`src/rtl/core/nsd_pkg.sv`:
```
package nsd_pkg;

  localparam int WORD_W      = 16;
  localparam int COUNT_W     = 4;
  localparam int QUEUE_DEPTH = 2;
  localparam int QPTR_W      = 1;
  localparam int QCOUNT_W    = 2;

  typedef enum logic [0:0] {
    REG_FIRST_SUBKEY  = 1'b0,
    REG_SECOND_SUBKEY = 1'b1
  } reg_index_t;

  // old chain value and new chain value of one word, handed to the back end
  typedef struct packed {
    logic [WORD_W-1:0] old_chain;
    logic [WORD_W-1:0] new_chain;
  } nsd_entry_t;

  localparam logic [3:0] SBOX [4][16] = '{
    '{4'd9, 4'd8, 4'd2, 4'd11, 4'd1, 4'd14, 4'd5, 4'd15,
      4'd12, 4'd6, 4'd0, 4'd3, 4'd7, 4'd13, 4'd10, 4'd4},
    '{4'd2, 4'd10, 4'd0, 4'd15, 4'd14, 4'd1, 4'd11, 4'd3,
      4'd7, 4'd12, 4'd13, 4'd8, 4'd4, 4'd9, 4'd5, 4'd6},
    '{4'd4, 4'd11, 4'd3, 4'd8, 4'd7, 4'd2, 4'd15, 4'd13,
      4'd1, 4'd5, 4'd14, 4'd9, 4'd6, 4'd12, 4'd0, 4'd10},
    '{4'd1, 4'd13, 4'd8, 4'd2, 4'd0, 4'd5, 4'd6, 4'd14,
      4'd4, 4'd11, 4'd15, 4'd10, 4'd12, 4'd3, 4'd7, 4'd9}
  };

  // running nibble starts at the top nibble; bit b of step i lands in
  // output nibble (i - b) mod 4
  function automatic logic [WORD_W-1:0] spn_round(logic [WORD_W-1:0] x);
    logic [3:0] acc;
    logic [3:0] outn [4];
    logic [1:0] idx;
    logic [WORD_W-1:0] r;
    acc = x[15:12];
    for (int n = 0; n < 4; n++) begin
      outn[n] = 4'd0;
    end
    for (int i = 0; i < 4; i++) begin
      acc = acc ^ SBOX[i][x[4*i +: 4]];
      for (int b = 0; b < 4; b++) begin
        idx = 2'(i - b);
        outn[idx][b] = outn[idx][b] | acc[b];
      end
    end
    r = {outn[3], outn[2], outn[1], outn[0]};
    return r;
  endfunction

  function automatic logic [WORD_W-1:0] keyed_round(logic [WORD_W-1:0] x,
                                                    logic [WORD_W-1:0] k);
    return spn_round(x ^ k) ^ k;
  endfunction

endpackage

```
`src/rtl/core/nsd_front.sv`:
```
module nsd_front #(
  parameter int BLOCK_WORDS = 16
) (
  input  logic                       clk,
  input  logic                       rst,
  input  logic                       in_valid,
  output logic                       in_ready,
  input  logic                       restart,
  input  logic [nsd_pkg::WORD_W-1:0] cipher_word,
  input  logic [nsd_pkg::WORD_W-1:0] first_subkey,
  input  logic                       q_full,
  output logic                       q_push,
  output nsd_pkg::nsd_entry_t        q_entry
);
  import nsd_pkg::*;

  localparam logic [COUNT_W:0] BLOCK_END = (COUNT_W+1)'(BLOCK_WORDS);

  logic [WORD_W-1:0]  chain_value, chain_value_next;
  logic [COUNT_W-1:0] word_count, word_count_next;
  logic [WORD_W-1:0]  chain_in;
  logic [COUNT_W-1:0] count_in;
  logic [WORD_W-1:0]  new_chain;
  logic [COUNT_W:0]   count_inc;

  assign in_ready = !q_full;
  assign q_push   = in_valid && in_ready;

  always_comb begin
    chain_in  = restart ? '0 : chain_value;
    count_in  = restart ? '0 : word_count;
    new_chain = keyed_round(cipher_word ^ chain_in, first_subkey);
    count_inc = {1'b0, count_in} + (COUNT_W+1)'(1);
    q_entry.old_chain = chain_in;
    q_entry.new_chain = new_chain;
    if (count_inc == BLOCK_END) begin
      chain_value_next = '0;
      word_count_next  = '0;
    end else begin
      chain_value_next = new_chain;
      word_count_next  = count_inc[COUNT_W-1:0];
    end
  end

  always_ff @(posedge clk) begin
    if (rst) begin
      chain_value <= '0;
      word_count  <= '0;
    end else if (q_push) begin
      chain_value <= chain_value_next;
      word_count  <= word_count_next;
    end
  end

endmodule

```
`src/rtl/core/nsd_queue.sv`:
```
module nsd_queue (
  input  logic                clk,
  input  logic                rst,
  input  logic                push,
  input  nsd_pkg::nsd_entry_t push_entry,
  output logic                full,
  output logic                head_valid,
  input  logic                pop,
  output nsd_pkg::nsd_entry_t head_entry
);
  import nsd_pkg::*;

  nsd_entry_t          entries [QUEUE_DEPTH];
  logic [QPTR_W-1:0]   wr_ptr, rd_ptr;
  logic [QCOUNT_W-1:0] fill;

  assign full       = (fill == QCOUNT_W'(QUEUE_DEPTH));
  assign head_valid = (fill != '0);
  assign head_entry = entries[rd_ptr];

  always_ff @(posedge clk) begin
    if (push) begin
      entries[wr_ptr] <= push_entry;
    end
  end

  always_ff @(posedge clk) begin
    if (rst) begin
      wr_ptr <= '0;
      rd_ptr <= '0;
      fill   <= '0;
    end else begin
      if (push) begin
        wr_ptr <= wr_ptr + QPTR_W'(1);
      end
      if (pop) begin
        rd_ptr <= rd_ptr + QPTR_W'(1);
      end
      unique case ({push, pop})
        2'b10:   fill <= fill + QCOUNT_W'(1);
        2'b01:   fill <= fill - QCOUNT_W'(1);
        default: fill <= fill;
      endcase
    end
  end

endmodule

```
`src/rtl/core/nsd_back.sv`:
```
module nsd_back (
  input  logic                       clk,
  input  logic                       rst,
  input  logic                       head_valid,
  input  nsd_pkg::nsd_entry_t        head_entry,
  output logic                       pop,
  input  logic [nsd_pkg::WORD_W-1:0] second_subkey,
  output logic                       out_valid,
  input  logic                       out_ready,
  output logic [nsd_pkg::WORD_W-1:0] plain_word
);
  import nsd_pkg::*;

  logic              take;
  logic [WORD_W-1:0] plain_next;

  assign take = !out_valid || out_ready;
  assign pop  = head_valid && take;

  always_comb begin
    plain_next = head_entry.old_chain ^ keyed_round(head_entry.new_chain, second_subkey);
  end

  always_ff @(posedge clk) begin
    if (rst) begin
      out_valid <= 1'b0;
    end else if (take) begin
      out_valid <= head_valid;
    end
  end

  always_ff @(posedge clk) begin
    if (pop) begin
      plain_word <= plain_next;
    end
  end

endmodule

```
`src/rtl/core/nibble_spn_stream_decrypt.sv`:
```
// channel   dir  tdata            tuser      notes
// s_*       in   [15:0] cipher    [0] restart one cipher word per beat
// m_*       out  [15:0] plain     -          one plain word per cipher word
// cfg_*     in   [15:0] subkey    -          index 0 first, 1 second subkey
//
// One word per cycle sustained if m_tready is high; the chaining register
// loop holds one keyed S-box round. m_tvalid is registered after the queue.
// Reset clears chain value, word counter, subkeys, queue and output valid.
// A two-entry queue parts the front from the output stage, so input keeps
// flowing while one result waits on m_tready.
module nibble_spn_stream_decrypt #(
  parameter int BLOCK_WORDS = 16
) (
  input  logic                       clk,
  input  logic                       rst,
  input  logic                       s_tvalid,
  output logic                       s_tready,
  input  logic [nsd_pkg::WORD_W-1:0] s_tdata,   // [15:0] cipher_word
  input  logic                       s_tuser,   // [0] restart
  output logic                       m_tvalid,
  input  logic                       m_tready,
  output logic [nsd_pkg::WORD_W-1:0] m_tdata,   // [15:0] plain_word
  input  logic                       cfg_we,
  input  logic [0:0]                 cfg_index,
  input  logic [nsd_pkg::WORD_W-1:0] cfg_data
);
  import nsd_pkg::*;

  logic [WORD_W-1:0] first_subkey, second_subkey;
  logic              q_full, q_push, q_pop, q_head_valid;
  nsd_entry_t        q_entry, q_head;

  always_ff @(posedge clk) begin
    if (rst) begin
      first_subkey  <= '0;
      second_subkey <= '0;
    end else if (cfg_we) begin
      unique case (reg_index_t'(cfg_index))
        REG_FIRST_SUBKEY:  first_subkey  <= cfg_data;
        REG_SECOND_SUBKEY: second_subkey <= cfg_data;
        default: ;
      endcase
    end
  end

  nsd_front #(
    .BLOCK_WORDS(BLOCK_WORDS)
  ) u_front (
    .clk          (clk),
    .rst          (rst),
    .in_valid     (s_tvalid),
    .in_ready     (s_tready),
    .restart      (s_tuser),
    .cipher_word  (s_tdata),
    .first_subkey (first_subkey),
    .q_full       (q_full),
    .q_push       (q_push),
    .q_entry      (q_entry)
  );

  nsd_queue u_queue (
    .clk        (clk),
    .rst        (rst),
    .push       (q_push),
    .push_entry (q_entry),
    .full       (q_full),
    .head_valid (q_head_valid),
    .pop        (q_pop),
    .head_entry (q_head)
  );

  nsd_back u_back (
    .clk           (clk),
    .rst           (rst),
    .head_valid    (q_head_valid),
    .head_entry    (q_head),
    .pop           (q_pop),
    .second_subkey (second_subkey),
    .out_valid     (m_tvalid),
    .out_ready     (m_tready),
    .plain_word    (m_tdata)
  );

endmodule

```
`config.mk`:
```
export PLATFORM = sky130hd
export DESIGN_NAME = nibble_spn_stream_decrypt
export DESIGN_NICKNAME = d
export VERILOG_FILES = /design/src/rtl/core/nsd_pkg.sv /design/src/rtl/core/nsd_front.sv /design/src/rtl/core/nsd_queue.sv /design/src/rtl/core/nsd_back.sv /design/src/rtl/core/nibble_spn_stream_decrypt.sv
export SDC_FILE = /design/constraint.sdc
export NUM_CORES = 1
export LEC_CHECK = 0
export BUFFER_PORTS_ARGS = -buffer_cell sky130_fd_sc_hd__buf_4
export CORE_MARGIN = 3
export CORE_UTILIZATION = 26
export DETAILED_ROUTE_END_ITERATION = 10
export SKIP_CTS_REPAIR_TIMING = 1
export SYNTH_ARGS = -nofsm -noshare
export SYNTH_HDL_FRONTEND = slang
export SYNTH_SLANG_ARGS = --single-unit
```
`constraint.sdc`:
```
create_clock -name clk -period 5.8 [get_ports clk]
set_clock_uncertainty 0.15 [all_clocks]
set_input_delay 1.16 -clock clk [delete_from_list [all_inputs] [get_ports clk]]
set_output_delay 1.16 -clock clk [all_outputs]
set_load 0.01 [all_outputs]
```
* Yosys cells after proc, flatten, opt, wreduce, memory -nomap -nowiden *
Memories as Yosys holds them, arrays and structs flattened. A register that Yosys moved wholly into a read port is not among the register bits.
Cells that the tools add are included.

operators by class
  add/sub/neg operators = 5
  order comparisons = 8
  equal/unequal tests = 4
  mux-type cells = 25
  bitwise gates (word level) = 23
  reductions and logical operators = 9

operator list
  cell                                                                count
  16-bit bitwise XOR                                                  6
  4-bit 2-to-1 mux                                                    18
  5-bit greater-or-equal comparator, second input constant            8
  4-bit NOT with 5-bit output                                         8
  16-bit 2-to-1 mux                                                   2
  4-bit bitwise XOR                                                   8
  4-bit by 1-bit adder with 5-bit output, second input constant       1
  5-bit == test, second input constant                                1
  2-bit == test, second input constant                                2
  1-bit 2-to-1 mux                                                    4
  2-bit case mux with 2 select lines                                  1
  2-bit AND reduction                                                 2
  2-bit nonzero test                                                  2
  1-bit adder, second input constant                                  2
  2-bit by 1-bit adder with 2-bit output, second input constant       1
  2-bit by 1-bit == test with 1-bit output, second input constant     1
  1-bit logical AND                                                   2
  1-bit logical NOT                                                   2
  2-bit by 1-bit subtractor with 2-bit output, second input constant  1
  1-bit logical OR                                                    1
  1-bit NOT                                                           1

storage, ports and cells
  register bits = 73
  bits in writable memories = 64
  memory bits (read-only) = 512
  input bits = 39
  output and inout bits = 18
  logic and storage cells = 92
  memories = 9

memory list
  memory            words  width  rd ports  clocked after Yosys merged registers in  write ports  line           text
  (name not given)  16     4      1         0                                        0            nsd_pkg.sv:43  acc = acc ^ SBOX[i][x[4*i +: 4]];
  (name not given)  16     4      1         0                                        0            nsd_pkg.sv:43
  (name not given)  16     4      1         0                                        0            nsd_pkg.sv:43
  (name not given)  16     4      1         0                                        0            nsd_pkg.sv:43
  (name not given)  16     4      1         0                                        0            nsd_pkg.sv:43
  (name not given)  16     4      1         0                                        0            nsd_pkg.sv:43
  3 more memories   -      -      -         -                                        -            -

* Longest topological paths before layout *
Gate-level depths: netlist (run 1).

  depth after elaboration = 13
  gate-level depth with buffers = 12
  gate-level depth less buffers = 10

* Modules after synthesis *
A second synthesis (run 1) with hierarchy kept.

unflattened totals
  cells, all modules = 640
  area, all modules = 8002.7 µm²

modules (own cells, without submodules)
  module                     times used  cells an instance  area an instance (µm²)  sequential area each (µm²)
  nsd_queue                  1           122                2516.2                  2021.9
  nsd_front                  1           235                2332.2                  400.4
  nsd_back                   1           158                1790.5                  500.5
  nibble_spn_stream_decrypt  1           125                1363.8                  640.6

* Worst setup path before layout (run 1) *
OpenSTA, ideal clock, no wires.

  path kind = input-to-reg
  start point = in s_tvalid
  end point = mem u_queue.entries[0][0] (netlist name) (enable)
  library setup time = 421 ps
  data arrival time = 3098 ps
  data required time = 5229 ps
  path slack = 2131 ps
  stages on the path = 5
  path buffers = 2
  path through = and2_1 clkbuf_1 inv_2 clkbuf_1 nor2_1

on the way
  word-level cells in the longest chain between the ends = 3

RTL lines
  what                                    line                             text
  from (decl)                             nibble_spn_stream_decrypt.sv:16  input logic s_tvalid,
  1-bit logical AND                       nsd_front.sv:27                  assign q_push = in_valid && in_ready;
  1-bit 2-to-1 mux                        nsd_queue.sv:22                  if (push) begin
  1-bit 2-to-1 mux (not written as such)  nsd_queue.sv:23                  entries[wr_ptr] <= push_entry;
  to (decl)                               nsd_queue.sv:13                  nsd_entry_t entries [QUEUE_DEPTH];

Every way passes these cells.

==> results.sh, run 1 <==
export IMPL_status="finished, final reports clean"
export IMPL_htreeDepth=4
export IMPL_drc_errors=0
export IMPL_synth_xor_xnor_area_share_pct=20.1
export IMPL_hold_slack_ps=317
export IMPL_synth_most_common_cell="xnor2_1"
export IMPL_fmax_ghz=0.268
export IMPL_coreArea_mm2=0.0290
export IMPL_cts_clk_slew_worst_paths_ps=60
export IMPL_cp_common_cell="xnor2_1"
export IMPL_ys_ff_latch=138
export IMPL_syn_nets=736
export IMPL_ctsRootBufferMaster="clkbuf_16"
export IMPL_antennaDiodeCount=0
export IMPL_drive_gt1_share_pct=21.1
export IMPL_die_y_um=178
export IMPL_dp_hpwl_mm=13.2
export IMPL_numCtsBuffers=17
export IMPL_wirelength_mm=17.5
export IMPL_arrival_ps=3940
export IMPL_finalSetupViolations=0
export IMPL_synth_cells=665
export IMPL_async_flop_share_pct=0
export IMPL_drtAntennaViolNets=0
export IMPL_grt_busiest_layer="met2"
export IMPL_worstHoldPathType="register to register"
export IMPL_portBuffers=56
export IMPL_grtUsageMet1_pct=15.1
export IMPL_first_pass_iters=4
export IMPL_ys_types=51
export IMPL_period_share_pct=64.2
export IMPL_grt_pass1_vias=4858
export IMPL_max_stage_delay_ps=530
export IMPL_cp_required_ps=6010
export IMPL_fp_dieW_um=178
export IMPL_yosys_area_share_adder_pct=5.19
export IMPL_vias=4851
export IMPL_ys_warn_count=0
export IMPL_ir_worst_vdd_mv=0.274
export IMPL_synth_top_area_share_pct=31.1
export IMPL_seq_area_frac_synth_pct=46.2
export IMPL_grt_overflow=0
export IMPL_power_density_mw_per_mm2=689
export IMPL_io_pins=57
export IMPL_synth_compound_area_share_pct=8.76
export IMPL_dieArea_mm2=0.0318
export IMPL_cp_startpoint="s_tuser"
export IMPL_holdCritStartpoint="u_front.chain_value[5]"
export IMPL_synthTopCellsByArea="edfxtp_1, dfxtp_1, xnor2_1"
export IMPL_cp_start_kind="input port"
export IMPL_max_cap_violations=0
export IMPL_mappedNetlistArea_mm2=0.00772
export IMPL_worstPathCellList="buf_4 > nor2b_1 > xnor2_1 > inv_1 > ha_1 > mux4_2 > xnor3_2 > xnor2_1 > a22o_1"
export IMPL_antenna_found_initial=0
export IMPL_drv_slew=0
export IMPL_criticalPathCategory="input port to register"
export IMPL_period_minus_slack_ps=3730
export IMPL_rsz0062_at_grt="no"
export IMPL_drtIter0Drc=230
export IMPL_grt_pass1_wl_mm=27.4
export IMPL_path_max_fanout=21
export IMPL_synth_area_mux_share_pct=8.09
export IMPL_synth_top_family_by_area="XOR/XNOR gates"
export IMPL_start_util_pct=26.6
export IMPL_synth_edf_count=80
export IMPL_groute_usage_overall_pct=11.4
export IMPL_cts_tree="yes"
export IMPL_yosys_area_share_simple_pct=9.08
export IMPL_fin_nets=793
export IMPL_cts_sink_count=138
export IMPL_critPathCaptureType="register"
export IMPL_worstSkewPairLatency_ps=420
export IMPL_area_delta_synth_final_pct=17.9
export IMPL_synth_area_leader_cell="edfxtp_1"
export IMPL_power_leakage_nw=3.34
export IMPL_total_power_mw=6.27
export IMPL_nFillCells=3002
export IMPL_rows=62
export IMPL_use_met2_pct=18.4
export IMPL_routed_via_density=4.34
export IMPL_ys_flop_type="edfxtp_1"
export IMPL_slowest_stage="mux4_2"
export IMPL_syn_area_per_cell_um2=11.6
export IMPL_grt_use_met3_pct=2.09
export IMPL_grt_max_degree=49
export IMPL_hold_viol=0
export IMPL_gp_congestion=0.792
export IMPL_routedWlPerCell_um=15.6
export IMPL_clock_path_buffers=2
export IMPL_worstMarginPinSlew_ps=1090
export IMPL_relSlewSlack_pct=26.8
export IMPL_yosys_top_cells_count="xnor2_1, nand2_1, edfxtp_1, dfxtp_1, a21oi_1"
export IMPL_finalSetupTns_ps=0
[layer usage]
metal	vias up	wire [um]
met5	-	0
met4	0	407
met3	25	679
met2	98	8120
met1	2319	8260
li1	2409	-
[kinds of logic after synthesis]
| logic type | after synthesis |
|---|---|
| simple gates | 147 |
| xor+xnor | 145 |
| flops | 138 |
| compound gates | 106 |
| mux | 50 |
| buf+inv | 47 |
| fa+ha+maj | 32 |
[power by group]
group,leakage (nW),switching (mW),internal (mW)
combinational,1.84,1.85,1.62
sequential,1.24,0.137,1.64
clock,0.272,0.411,0.611
[state kept, by name, summed over array words and instances, names as in the netlist, named ones only]
register / count
u_queue.fill: 2
first_subkey: 16
u_queue.entries: 64
u_front.chain_value: 16
u_back.out_valid: 1
u_queue.wr_ptr: 1
u_front.word_count: 4
second_subkey: 16
u_back.plain_word: 16
u_queue.rd_ptr: 1
[area by class of cell]
type | count | area [um2] | area share (%)
clock buffer | 20 | 458 | 5.03
clock inverter | 12 | 100 | 1.10
inverter | 25 | 93.8 | 1.03
multi-input combinational | 480 | 3950 | 43.4
sequential | 138 | 3560 | 39.2
tap | 384 | 480 | 5.28
timing repair buffer | 60 | 450 | 4.95
[critical path: cells and delay by family]
kind | cells | cell delay, ps
buffers and inverters | 2 | 500
multiplexers | 1 | 530
AND/OR/NAND/NOR | 1 | 140
XOR/XNOR | 3 | 1120
adder cells (fa/ha/maj) | 1 | 270
AO/OA/AOI/OAI | 1 | 180
[cells in the final DEF, fill, tap and decap left out, types with 3 or more instances in the layout]
master / synthesis / final
mux4_2: 6 / 6
buf_4: 1 / 60
o21ai_0: 16 / 16
xor2_1: 28 / 28
nor2b_1: 12 / 12
o211ai_1: 7 / 7
nor3_1: 7 / 7
xor2_2: 7 / 7
nor2_1: 20 / 19
clkinv_2: 0 / 5
mux2i_4: 3 / 3
nand3_1: 4 / 4
xnor2_2: 23 / 23
a31oi_1: 5 / 5
inv_2: 5 / 5
a22o_1: 12 / 12
inv_1: 20 / 20
nor2b_4: 6 / 6
clkinv_4: 0 / 3
xnor2_1: 84 / 84
clkbuf_16: 0 / 18
edfxtp_1: 80 / 80
a22oi_1: 5 / 5
nand2_1: 82 / 82
nand2b_1: 6 / 6
a21oi_1: 46 / 46
ha_1: 32 / 32
dfxtp_1: 58 / 57
mux2i_1: 37 / 37
[path summary, 6_finish.rpt]
check,end,slack (ps),cells after the start
max,u_front.chain_value[6],2070,9
min,u_front.chain_value[5],320,1
max reg2reg,u_back.plain_word[2],2320,8
min reg2reg,u_front.chain_value[5],320,1
[through the flow]
stage | instances | utilization (%) | instance area (um2) | worst slack, ps
5_1_grt | 1119 | 31.4 | 9100 | 1890
6_report | 1119 | 31.4 | 9100 | 2070
2_1_floorplan | 665 | - | 7720 | 2130
3_3_place_gp | 1087 | 29.4 | 8540 | 1770
4_1_cts | 1119 | 31.4 | 9100 | 2100
3_5_place_dp | 1087 | 29.4 | 8540 | 1660
(Power assumes the default switching activity.)
==> run 2, diff against run 1 <==
ABC_AREA = 1   (was default)
clock period = 3.04 ns   (was 5.8 ns; I/O delays follow)
==> results.sh, run 2 <==
export IMPL_synthTopCellsByArea="edfxtp_1, dfxtp_1, nand2_1"
export IMPL_drtIter0Drc=341
export IMPL_fmax_ghz=0.365
export IMPL_seq_area_frac_synth_pct=42.6
export IMPL_arrival_ps=2770
export IMPL_grt_pass1_vias=6244
export IMPL_ys_flop_type="edfxtp_1"
export IMPL_start_util_pct=26.5
export IMPL_drv_slew=0
export IMPL_final_common_cell="nand2_1"
export IMPL_dp_hpwl_mm=16.2
export IMPL_numCtsBuffers=17
export IMPL_async_flop_share_pct=0
export IMPL_synth_most_common_cell="nand2_1"
export IMPL_die_y_um=185
export IMPL_portBuffers=56
export IMPL_seq_area_mm2=0.00357
export IMPL_power_leakage_nw=4.57
export IMPL_ys_types=49
export IMPL_grt_pass1_wl_mm=33.3
export IMPL_groute_usage_overall_pct=12.5
export IMPL_gp_congestion=0.839
export IMPL_worstSkewPairLatency_ps=430
export IMPL_status="finished, final reports clean"
export IMPL_synth_top_area_share_pct=28.7
export IMPL_cts_sink_count=138
export IMPL_nFillCells=3255
export IMPL_worstMarginPinSlew_ps=714
export IMPL_yosys_top_cells_count="nand2_1, inv_1, edfxtp_1, nand3_1, dfxtp_1"
export IMPL_ys_warn_count=0
export IMPL_routed_via_density=4.32
export IMPL_fin_nets=1169
export IMPL_io_pins=57
export IMPL_clock_path_buffers=2
export IMPL_routedWlPerCell_um=13.8
export IMPL_power_density_mw_per_mm2=1100
export IMPL_worstHoldPathType="register to register"
export IMPL_rsz0062_at_grt="no"
export IMPL_largest_register_ffs=64
export IMPL_rows=65
export IMPL_drc_errors=0
export IMPL_antennaDiodeCount=0
export IMPL_syn_nets=1061
export IMPL_fp_dieW_um=185
export IMPL_cts_tree="yes"
export IMPL_area_delta_synth_final_pct=21.4
export IMPL_layout_common_cells="nand2_1, inv_1, buf_4, edfxtp_1, nand3_1"
export IMPL_ys_ff_latch=138
export IMPL_mappedNetlistArea_mm2=0.00837
export IMPL_antenna_found_initial=1
export IMPL_regMostFlops="u_queue.entries"
export IMPL_drive_gt1_share_pct=20.1
export IMPL_cp_required_ps=3070
export IMPL_grt_overflow=0
export IMPL_vias=6538
export IMPL_hold_viol=0
export IMPL_syn_area_per_cell_um2=8.46
export IMPL_period_minus_slack_ps=2740
export IMPL_dieArea_mm2=0.0344
export IMPL_criticalPathCategory="register to register"
export IMPL_synth_area_leader_cell="edfxtp_1"
export IMPL_htreeDepth=4
export IMPL_relSlewSlack_pct=52.4
export IMPL_drtAntennaViolNets=0
export IMPL_wirelength_mm=20.9
export IMPL_ctsRootBufferMaster="clkbuf_16"
export IMPL_grt_max_degree=59
export IMPL_coreArea_mm2=0.0316
export IMPL_worst_slack_ps=300
export IMPL_max_cap_violations=0
export IMPL_path_max_fanout=13
export IMPL_cp_start_kind="register"
export IMPL_period_share_pct=90.1
export IMPL_cts_clk_slew_worst_paths_ps=60
export IMPL_first_pass_iters=5
export IMPL_multi_input_comb_area_mm2=0.00417
export IMPL_finalSetupViolations=0
export IMPL_synth_cells=990
export IMPL_place_worst_setup_slack_ps=17.8
export IMPL_synth_edf_count=80
export IMPL_finalSetupTns_ps=0
export IMPL_ir_worst_vdd_mv=0.442
export IMPL_critPathCaptureType="register"
run 2: path summary, 6_finish.rpt:
kind | startpoint | endpoint | slack, ps | depth (start not counted)
worst min register to register | u_front.chain_value[7] | u_front.chain_value[7] | 320 | 2
worst max register to register | register | u_back.plain_word[8] | 300 | 12
worst max-delay path | register | u_back.plain_word[8] | 300 | 12
worst min-delay path | u_front.chain_value[7] | u_front.chain_value[7] | 320 | 2
run 2: routing by layer:
layer  vias to the layer above  GRT usage, %  share of wire [%]
li1                       3402             -                  -
met5                         -             0              0.096
met4                         2          4.02                1.7
met1                      2988          16.6                 48
met2                       117          20.7                 47
met3                        29          2.44                3.6
run 2: where the power goes:
group / internal (mW) / switching (mW) / leakage, nW
Sequential: 2.78 / 0.181 / 1.24
Combinational: 2.46 / 3.73 / 3.04
Clock: 1.13 / 0.906 / 0.290
Total: 6.36 / 4.81 / 4.57
run 2: worst max-delay path: stages (launching register included):
cell and delay (ps):
dfxtp_4 440, mux2_1 390, xnor2_1 220, inv_1 140, ha_1 310, or2_1 270, nor2_1 100, nor2_1 80
inv_1 70, nand2_1 70, nand2_1 80, xor2_1 140, inv_1 50
run 2: cell type report:
cell class              count  area share (%)
clock buffers              18            4.43
repair buffers            111            8.32
well taps                 402            4.95
clock inverters            14            1.19
multi-input cells         696            41.1
inverters                 134            4.97
flip-flops and latches    138            35.1
run 2: cells by family after synthesis:
group,synth area share (%)
compound gates,8.62
mux,2.38
xor+xnor,11.4
simple gates,22.6
flops,42.6
buf+inv,7.68
fa+ha+maj,4.78
run 2: metrics by stage:
step	instances	power (mW)	cell area (um2)	utilization [%]	hold WS, ps
floorplan	990	7.33	8370	-	295
global placement	1477	9.05	9560	30.2	303
detailed placement	1477	9.18	9560	30.2	306
CTS	1509	11.2	10100	32.0	301
global route	1513	12.2	10200	32.1	322
finish	1513	11.2	10200	32.1	315
==> run 3, diff against run 2 <==
clock period = 3.1 ns   (was 3.04 ns; I/O delays follow)
==> results.sh, run 3 (synthesized netlist as in run 2, its figures left out) <==
export IMPL_status="finished, final reports clean"
export IMPL_die_y_um=185
export IMPL_p_sw_share_pct=42.5
export IMPL_fp_dieW_um=185
export IMPL_portBuffers=56
export IMPL_worstSkewPairLatency_ps=420
export IMPL_p_int_mw=6.26
export IMPL_drc_errors=0
export IMPL_vias=6540
export IMPL_p_clk_share_pct=19.0
export IMPL_largest_register_ffs=64
export IMPL_criticalPathCategory="register to register"
export IMPL_antenna_found_initial=0
export IMPL_numCtsBuffers=17
export IMPL_routedWlPerCell_um=14.0
export IMPL_area_delta_synth_final_pct=20.7
export IMPL_finish_utilization_pct=31.9
export IMPL_multi_input_comb_area_mm2=0.00418
export IMPL_comb_power_share_pct=54.3
export IMPL_critPathCaptureType="register"
export IMPL_hold_slack_ps=320
export IMPL_relSlewSlack_pct=53.4
export IMPL_period_share_pct=91.9
export IMPL_path_max_fanout=15
export IMPL_drive_gt1_share_pct=18.7
export IMPL_first_pass_iters=4
export IMPL_period_minus_slack_ps=2850
export IMPL_rrSetupSlack_ps=250
export IMPL_place_inst=1464
export IMPL_drv_slew=0
export IMPL_nFillCells=3222
export IMPL_finalNonFillerCells=1496
export IMPL_worstReg2RegEnd="u_back.plain_word[5]"
export IMPL_worst_slack_ps=251
export IMPL_drtAntennaViolNets=0
export IMPL_holdCritStartpoint="cfg_data[14]"
export IMPL_routed_via_density=4.37
export IMPL_cts_clk_slew_worst_paths_ps=60
export IMPL_grt_pass1_wl_mm=32.6
export IMPL_htreeDepth=4
export IMPL_wirelength_mm=21.0
export IMPL_power_leakage_nw=4.51
export IMPL_cp_required_ps=3120
export IMPL_grt_max_degree=59
export IMPL_p_sw_mw=4.62
export IMPL_fin_nets=1152
export IMPL_power_density_mw_per_mm2=1080
export IMPL_arrival_ps=2870
export IMPL_gp_congestion=0.819
export IMPL_dp_hpwl_mm=16.4
export IMPL_grt_overflow=0
export IMPL_rsz0062_at_grt="no"
export IMPL_cts_tree="yes"
export IMPL_seq_power_share_pct=26.8
export IMPL_worstMarginPinSlew_ps=699
export IMPL_max_cap_violations=0
export IMPL_fmax_ghz=0.351
export IMPL_cp_start_kind="register"
export IMPL_antennaDiodeCount=0
export IMPL_worstHoldPathType="input port to register"
export IMPL_ctsRootBufferMaster="clkbuf_16"
export IMPL_hold_viol=0
export IMPL_coreArea_mm2=0.0316
export IMPL_io_pins=57
export IMPL_regMostFlops="u_queue.entries"
export IMPL_groute_usage_overall_pct=12.4
export IMPL_start_util_pct=26.5
export IMPL_clock_path_buffers=2
export IMPL_layout_common_cells="nand2_1, inv_1, buf_4, edfxtp_1, nand3_1"
export IMPL_dieArea_mm2=0.0344
export IMPL_final_common_cell="nand2_1"
export IMPL_ir_worst_vdd_mv=0.460
export IMPL_total_power_mw=10.9
export IMPL_holdPathEnd="first_subkey[14]"
export IMPL_worst_r2r_cell_count=12
export IMPL_drtIter0Drc=332
export IMPL_seq_area_mm2=0.00357
export IMPL_holdPathStages=3
export IMPL_cts_sink_count=138
export IMPL_grt_pass1_vias=6206
export IMPL_rows=65
export IMPL_place_worst_setup_slack_ps=-3.15
export IMPL_finalSetupViolations=0
==> run 3: cell count changes in the layout (fill, tap and decap cells not counted), sizes merged <==
| cell | change |
|---|---|
| buf | -17 |
| clkbuf | +8 |
| inv | -7 |
| clkinv | -1 |
==> run 3: cell type report <==
class / instances / area share, %
multi-input combinational: 696 / 41.4
clock buffer: 26 / 5.68
sequential: 138 / 35.3
inverter: 134 / 5.00
timing repair buffer: 94 / 7.23
tap: 402 / 4.98
clock inverter: 6 / 0.409
==> run 3: power by group through the flow <==
stage,sequential (mW),clock [mW],combinational [mW]
floorplan,2.95,0,4.24
global placement,2.95,0,5.81
detailed placement,2.96,0,5.92
CTS,2.92,2.10,5.94
global route,2.96,2.18,6.69
finish,2.92,2.06,5.91
==> run 3: stage by stage <==
step                      setup TNS [ps]  instance area, um2
after detailed placement           -6.29                9480
after CTS                              0               10100
final                                  0               10100
after floorplan                        0                8370
after global routing                   0               10100
after global placement                 0                9480
==> run 3: worst max path at each step <==
stage	endpoint	slack (ps)	start	cells past startpoint
finish	u_back.plain_word[5]	250	register	12
global route	u_back.plain_word[3]	10	register	14
CTS	u_back.plain_word[5]	110	register	12
detailed placement	u_queue.entries[0][8]	-3	s_tuser	17
global placement	u_queue.entries[0][8]	60	s_tuser	17
floorplan	u_queue.entries[0][8]	100	s_tuser	15
==> run 3: critical path, cell delays in order (launching register included) <==
cell and delay (ps):
dfxtp_4 500, nand2_1 80, o21ai_1 160, xor2_2 340, inv_1 150, ha_1 240
or2_0 220, a32oi_1 260, nand2_1 90, nand2_1 160, nand2_1 100, nand3_1 100
nand2_1 50
==> run 3: metal layers <==
| metal | track usage, % | part of all wire (%) | routed length (um) |
|---|---|---|---|
| met5 | 0 | 0 | 0 |
| met4 | 4.56 | 2.4 | 503 |
| met2 | 20.2 | 46 | 9740 |
| met1 | 16.3 | 47 | 9930 |
| met3 | 2.46 | 3.9 | 829 |
